**config.mk**
```make
export PLATFORM = sky130hd
export DESIGN_NAME = isf_ctrl
export DESIGN_NICKNAME = d
export VERILOG_FILES = /design/src/sv/isf_pkg.sv /design/src/sv/isf_ctrl.sv
export SDC_FILE = /design/constraint.sdc
export NUM_CORES = 1
export LEC_CHECK = 0
export ABC_AREA = 1
export BUFFER_PORTS_ARGS = -buffer_cell sky130_fd_sc_hd__buf_2
export CORE_AREA = 5 5 42 44
export CTS_BUF_LIST = sky130_fd_sc_hd__clkbuf_8
export DETAILED_ROUTE_END_ITERATION = 10
export DIE_AREA = 0 0 47 49
export SLEW_MARGIN = 10
export SYNTH_ARGS = -nofsm -noshare
export SYNTH_HDL_FRONTEND = slang
export SYNTH_SLANG_ARGS = --single-unit
```
**constraint.sdc**
```tcl
create_clock -name clk_i -period 1.25 [get_ports clk_i]
set_input_delay 0.0625 -clock clk_i [delete_from_list [all_inputs] [get_ports clk_i]]
set_output_delay 0.0625 -clock clk_i [all_outputs]
set_load 0.05 [all_outputs]
```
**src/sv/isf_pkg.sv**
```systemverilog
`timescale 1ns / 1ps
// isf_pkg: shared types and constants for the image spatial frequency block.
// No dependencies; imported by isf_ctrl, isf_datapath and the top level.

package isf_pkg;

  // Field widths fixed by the interface
  localparam int PIX_W    = 8;
  localparam int CFG_W    = 13;
  localparam int CFG_IDX_W = 2;
  localparam int FREQ_W   = 16;
  localparam int SF_W     = 17;

  // Configuration register indexes
  localparam logic [CFG_IDX_W-1:0] CFG_IDX_WIDTH  = 2'd0;
  localparam logic [CFG_IDX_W-1:0] CFG_IDX_HEIGHT = 2'd1;

  // Quotient of sum*65536/N is below 2*65025*65536 < 2^33
  localparam int QUO_W  = 33;
  // Root of a QUO_W-bit value
  localparam int ROOT_W = 17;
  // Working width of the root unit (partial result plus bit)
  localparam int SQ_W   = QUO_W + 1;

  // Which sum is being reduced
  localparam logic [1:0] SEL_ROW = 2'd0;
  localparam logic [1:0] SEL_COL = 2'd1;
  localparam logic [1:0] SEL_SUM = 2'd2;

  // Controller to datapath commands
  typedef struct packed {
    logic       pix_take;    // pixel transaction: latch pixel, read line store
    logic       pix_acc;     // accumulate differences, step counters
    logic       div_start;   // load divider with selected sum
    logic       sqrt_start;  // load root unit with quotient
    logic       res_store;   // keep finished root in staging
    logic       res_load;    // move staged results into output register
    logic [1:0] sel;         // sum selector
  } cmd_t;

  // Datapath to controller status
  typedef struct packed {
    logic frame_last;  // current pixel closes the frame
    logic div_done;
    logic sqrt_done;
    logic out_busy;    // output register holds an untaken result
  } sts_t;

endpackage

```
**src/sv/isf_ctrl.sv**
```systemverilog
`timescale 1ns / 1ps
// isf_ctrl: sequencing state machine for the spatial frequency block.
// Depends on isf_pkg (cmd_t, sts_t, selector codes).

module isf_ctrl import isf_pkg::*; (
  input  logic clk_i,
  input  logic rst_ni,
  input  logic pixel_valid_i,
  output logic pixel_ready_o,
  input  sts_t sts_i,
  output cmd_t cmd_o
);

  localparam logic [2:0] S_IDLE     = 3'd0;
  localparam logic [2:0] S_ACC      = 3'd1;
  localparam logic [2:0] S_DIV_ST   = 3'd2;
  localparam logic [2:0] S_DIV_RUN  = 3'd3;
  localparam logic [2:0] S_SQ_ST    = 3'd4;
  localparam logic [2:0] S_SQ_RUN   = 3'd5;
  localparam logic [2:0] S_OUT_WAIT = 3'd6;

  logic [2:0] state_q, state_d;
  logic [1:0] sel_q, sel_d;

  // Next state and command decode
  always_comb begin
    state_d   = state_q;
    sel_d     = sel_q;
    cmd_o     = '0;
    cmd_o.sel = sel_q;
    case (state_q)
      S_IDLE: begin
        if (pixel_valid_i) begin
          cmd_o.pix_take = 1'b1;
          state_d        = S_ACC;
        end
      end
      S_ACC: begin
        cmd_o.pix_acc = 1'b1;
        if (sts_i.frame_last) begin
          sel_d   = SEL_ROW;
          state_d = S_DIV_ST;
        end else begin
          state_d = S_IDLE;
        end
      end
      S_DIV_ST: begin
        cmd_o.div_start = 1'b1;
        state_d         = S_DIV_RUN;
      end
      S_DIV_RUN: begin
        if (sts_i.div_done) begin
          state_d = S_SQ_ST;
        end
      end
      S_SQ_ST: begin
        cmd_o.sqrt_start = 1'b1;
        state_d          = S_SQ_RUN;
      end
      S_SQ_RUN: begin
        if (sts_i.sqrt_done) begin
          cmd_o.res_store = 1'b1;
          if (sel_q == SEL_SUM) begin
            state_d = S_OUT_WAIT;
          end else begin
            sel_d   = sel_q + 2'd1;
            state_d = S_DIV_ST;
          end
        end
      end
      S_OUT_WAIT: begin
        if (!sts_i.out_busy) begin
          cmd_o.res_load = 1'b1;
          state_d        = S_IDLE;
        end
      end
      default: begin
        state_d = S_IDLE;
      end
    endcase
  end

  assign pixel_ready_o = (state_q == S_IDLE);

  // State registers
  always_ff @(posedge clk_i or negedge rst_ni) begin
    if (!rst_ni) begin
      state_q <= S_IDLE;
      sel_q   <= SEL_ROW;
    end else begin
      state_q <= state_d;
      sel_q   <= sel_d;
    end
  end

  // Checks
  sel_range_a : assert property (@(posedge clk_i) disable iff (!rst_ni)
    sel_q != 2'd3)
    else $error("isf_ctrl: selector out of range");

  frame_end_seq_a : assert property (@(posedge clk_i) disable iff (!rst_ni)
    (state_q == S_ACC) && sts_i.frame_last |=> cmd_o.div_start && (sel_q == SEL_ROW))
    else $error("isf_ctrl: frame end did not start row reduction");

  last_root_a : assert property (@(posedge clk_i) disable iff (!rst_ni)
    cmd_o.res_store && (sel_q == SEL_SUM) |=> (state_q == S_OUT_WAIT))
    else $error("isf_ctrl: third root did not lead to output");

endmodule

```
==> results by group <==
Logic synthesis
  – Adder-cell share of the synthesized area: 0.0292
  – Complex-gate fraction of the synthesized area: 0.0641
  – Post-synthesis simple-gate area fraction: 0.475
  – Largest family of logic cells by synthesized area: simple AND/OR/NAND/NOR gates
  – Cell count after synthesis: 61
  – Multiplexer share of the synthesized area: 0
  – XOR/XNOR Fraction of Synth Area: 0
  – Seq cells post-synth: 5
  – Synthesized Nets: 69
  – YS warnings: 0
  – Sequential share of the synthesized area: 0.292
  – Mapped Area: 429 µm²
  – Netlist cell types: 22
  – Avg Synthesized Cell Area: 7.04 µm²

Placed design
  – RePlAce Congestion: 0.774
  – Dpl ws: -0.0107 ns
  – IO Port Bufs: 15
  – Placed cell areas: 544 µm²
  – Placed cells: 92
  – Detailed placement HPWL: 818 µm

Worst setup path
  – Worst reg2reg path endpoint: state_q[1]
  – Buf+Inv Stages, Crit Path: 2
  – CP max stage delay: 0.44 ns
  – Worst r2r src: state_q[0]
  – R2R Setup Slk: -0.01 ns
  – Worst EP required: 1.19 ns
  – CP endpoint kind: output pin
  – Slowest-stage cell, CP: dfrtp_2
  – Cell family with most CP delay: flip-flops
  – Critical path peak fanout: 7
  – CP Launch Type: flip-flop
  – Critical path class: flip-flop to output pin
  – Cell Chain, Critical Path: buf_4 -> nand3_4 -> nor2_4 -> buf_8
  – Reg2Reg Depth: 6
  – WP data arrival: 1.22 ns

Final layout
  – Fin cells: 104
  – # fillers: 138
  – Design area: 766 µm²
  – Final-stage net count: 97
  – Synth-to-Final Area Change: 78.4%
  – Highest-count cells in the layout ignoring fill and taps: 11 x nand2_1, 8 x buf_2, 7 x buf_6, 7 x buf_4, 6 x inv_1
  – Share of cells above drive strength 1: 0.636
  – Most common cell after layout, fill and taps aside: nand2_1
  – Ant diodes: 0

Routing
  – Via count: 489
  – 1st-pass router iterations: 4
  – Antenna-violating nets left: 0
  – Residual DRC: 0
  – Final wirelength: 1160 µm
  – Drt wl/cell: 11.1 µm
  – Initial DRC Count: 7
  – DR vias/cell: 4.70

STA
  – Max frequency: 782 MHz
  – Tcrit/Tclk final: 1.02
  – Slew margin rel.: 0.798
  – TNS Setup: -0.0631 ns
  – Setup ws final: -0.0282 ns
  – Pins Over Slew Limit: 0
  – Final min period: 1.28 ns
  – Final Hold Viols: 0
  – Final Setup Violations: 5
  – Unrepaired setup endpoints after global routing: true
  – Worst Tran Pin Value: 0.303 ns
  – Worst Clk Skew: 0.00407 ns

Global route
  – GR Util All Layers: 0.119
  – Initial antenna violation count: 0
  – Vias in the first global route: 481
  – First-pass GRT wire length: 2020 µm
  – Total gr overflow: 0
  – Largest net degree at the start of global routing: 9

Floorplan
  – Die Ht: 49 µm
  – Row cnt: 14
  – Top Ports: 16
  – Initial core utilization: 0.306
  – Die area: 2300 µm²
  – Core ar.: 1400 µm²
  – Die width: 47 µm

Pwr
  – Power Density: 2480 nW/µm²
  – PnR Total Power: 1.90 mW
  – Lkg Pwr: 0.399 nW
  – Max VDD drop: 1.48 mV

CTS
  – Clk slew on worst S/H paths: 0.04 ns
  – Htree depth: 1
  – Num CTS Buffers: 3
  – Clock Tree Root: clkbuf_8
  – TritonCTS clock tree: done
  – Clk Latency, worst-skew pair: 0.22 ns
  – Clock buffer depth: 2
  – Clock sinks: 5

Job
  – Max cap viols: 0

Min path
  – Hold crit path type: primary input to flip-flop
  – Hold path startpoint: sts_i[2]
  – End of the worst hold path: state_q[0]
  – Hold depth: 4

Outcome
  – Run status: complete, but fails checks
  – Failing checks: setup timing
==> cells in the mapped netlist (all sizes together) <==
cell type,count,area [µm²]
nand2,18,82.6
inv,10,37.5
nor2,8,47.6
nand3,7,35.0
dfrtp,5,125
buf,2,22.5
nand4,2,18.8
o21ai,2,10.0
a21oi,1,5.00
a31oi,1,6.26
and2,1,6.26
ha,1,12.5
nand3b,1,7.51
nor4,1,6.26
o22ai,1,6.26
==> where the power goes <==
part           switching, mW  internal, mW
clock network         0.0776         0.210
registers              0.126         0.215
logic                  0.754         0.515
total                  0.957         0.940
==> per-stage QoR <==
step	util	hold slack, ns
6_report	0.546	0.140
5_1_grt	0.546	0.170
4_1_cts	0.480	0.167
3_5_place_dp	0.388	-0.119
3_3_place_gp	0.388	-0.122
2_1_floorplan	-	-0.233
==> worst max-delay path by stage <==
stage                     startpoint        to  cells past startpoint
after global placement    state_q[0]  cmd_o[3]                      3
after floorplan           state_q[1]  sel_q[1]                      7
after CTS                 state_q[1]  cmd_o[7]                      5
after global routing      state_q[2]  cmd_o[3]                      4
after detailed placement  state_q[0]  cmd_o[3]                      3
final                     state_q[2]  cmd_o[3]                      4
==> final cells by class <==
type                            count  area, µm²  share of cell area
Timing Repair Buffer               25        211               0.276
Multi-Input combinational cell     44        317               0.413
Tap cell                           16       20.0              0.0261
Clock buffer                        3       41.3              0.0539
Inverter                           10       42.5              0.0556
Clock inverter                      1       3.75             0.00490
Sequential cell                     5        130               0.170
==> cells by family after synthesis <==
| logic type | after synthesis |
|---|---|
| and+or+nand+nor | 38 |
| buffers and inverters | 12 |
| AOI/OAI and AO/OA | 5 |
| DFF | 5 |
| adders and majority gates | 1 |
==> state kept, by name, indices dropped and copies added (netlist names) <==
signal and count:
sel_q 2, state_q 3
==> per-layer routing <==
metal / track usage / vias to the layer above / part of all wire
li1: - / 252 / -
met1: 0.142 / 221 / 0.44
met2: 0.181 / 16 / 0.52
met3: 0.0480 / 0 / 0.039
met4: 0.0507 / 0 / 0
met5: 0 / - / 0
==> timing repair <==
item                                   in CTS  in global routing
hold buffers                                1                  0
gates resized for setup                    18                 17
buffers inserted                            3                  4
pin swaps                                   2                 11
setup endpoints to repair                   9                 11
endpoints found under the hold margin       5                  0
==> worst register-to-register path, stage by stage, from the launching register on <==
cell	delay, ns
dfrtp_2	0.54
buf_4	0.17
nand4_2	0.15
nand2_2	0.12
nor2_2	0.04
nand2_1	0.06
nand2_1	0.05
Note: power is estimated with default switching activity, not from simulation.
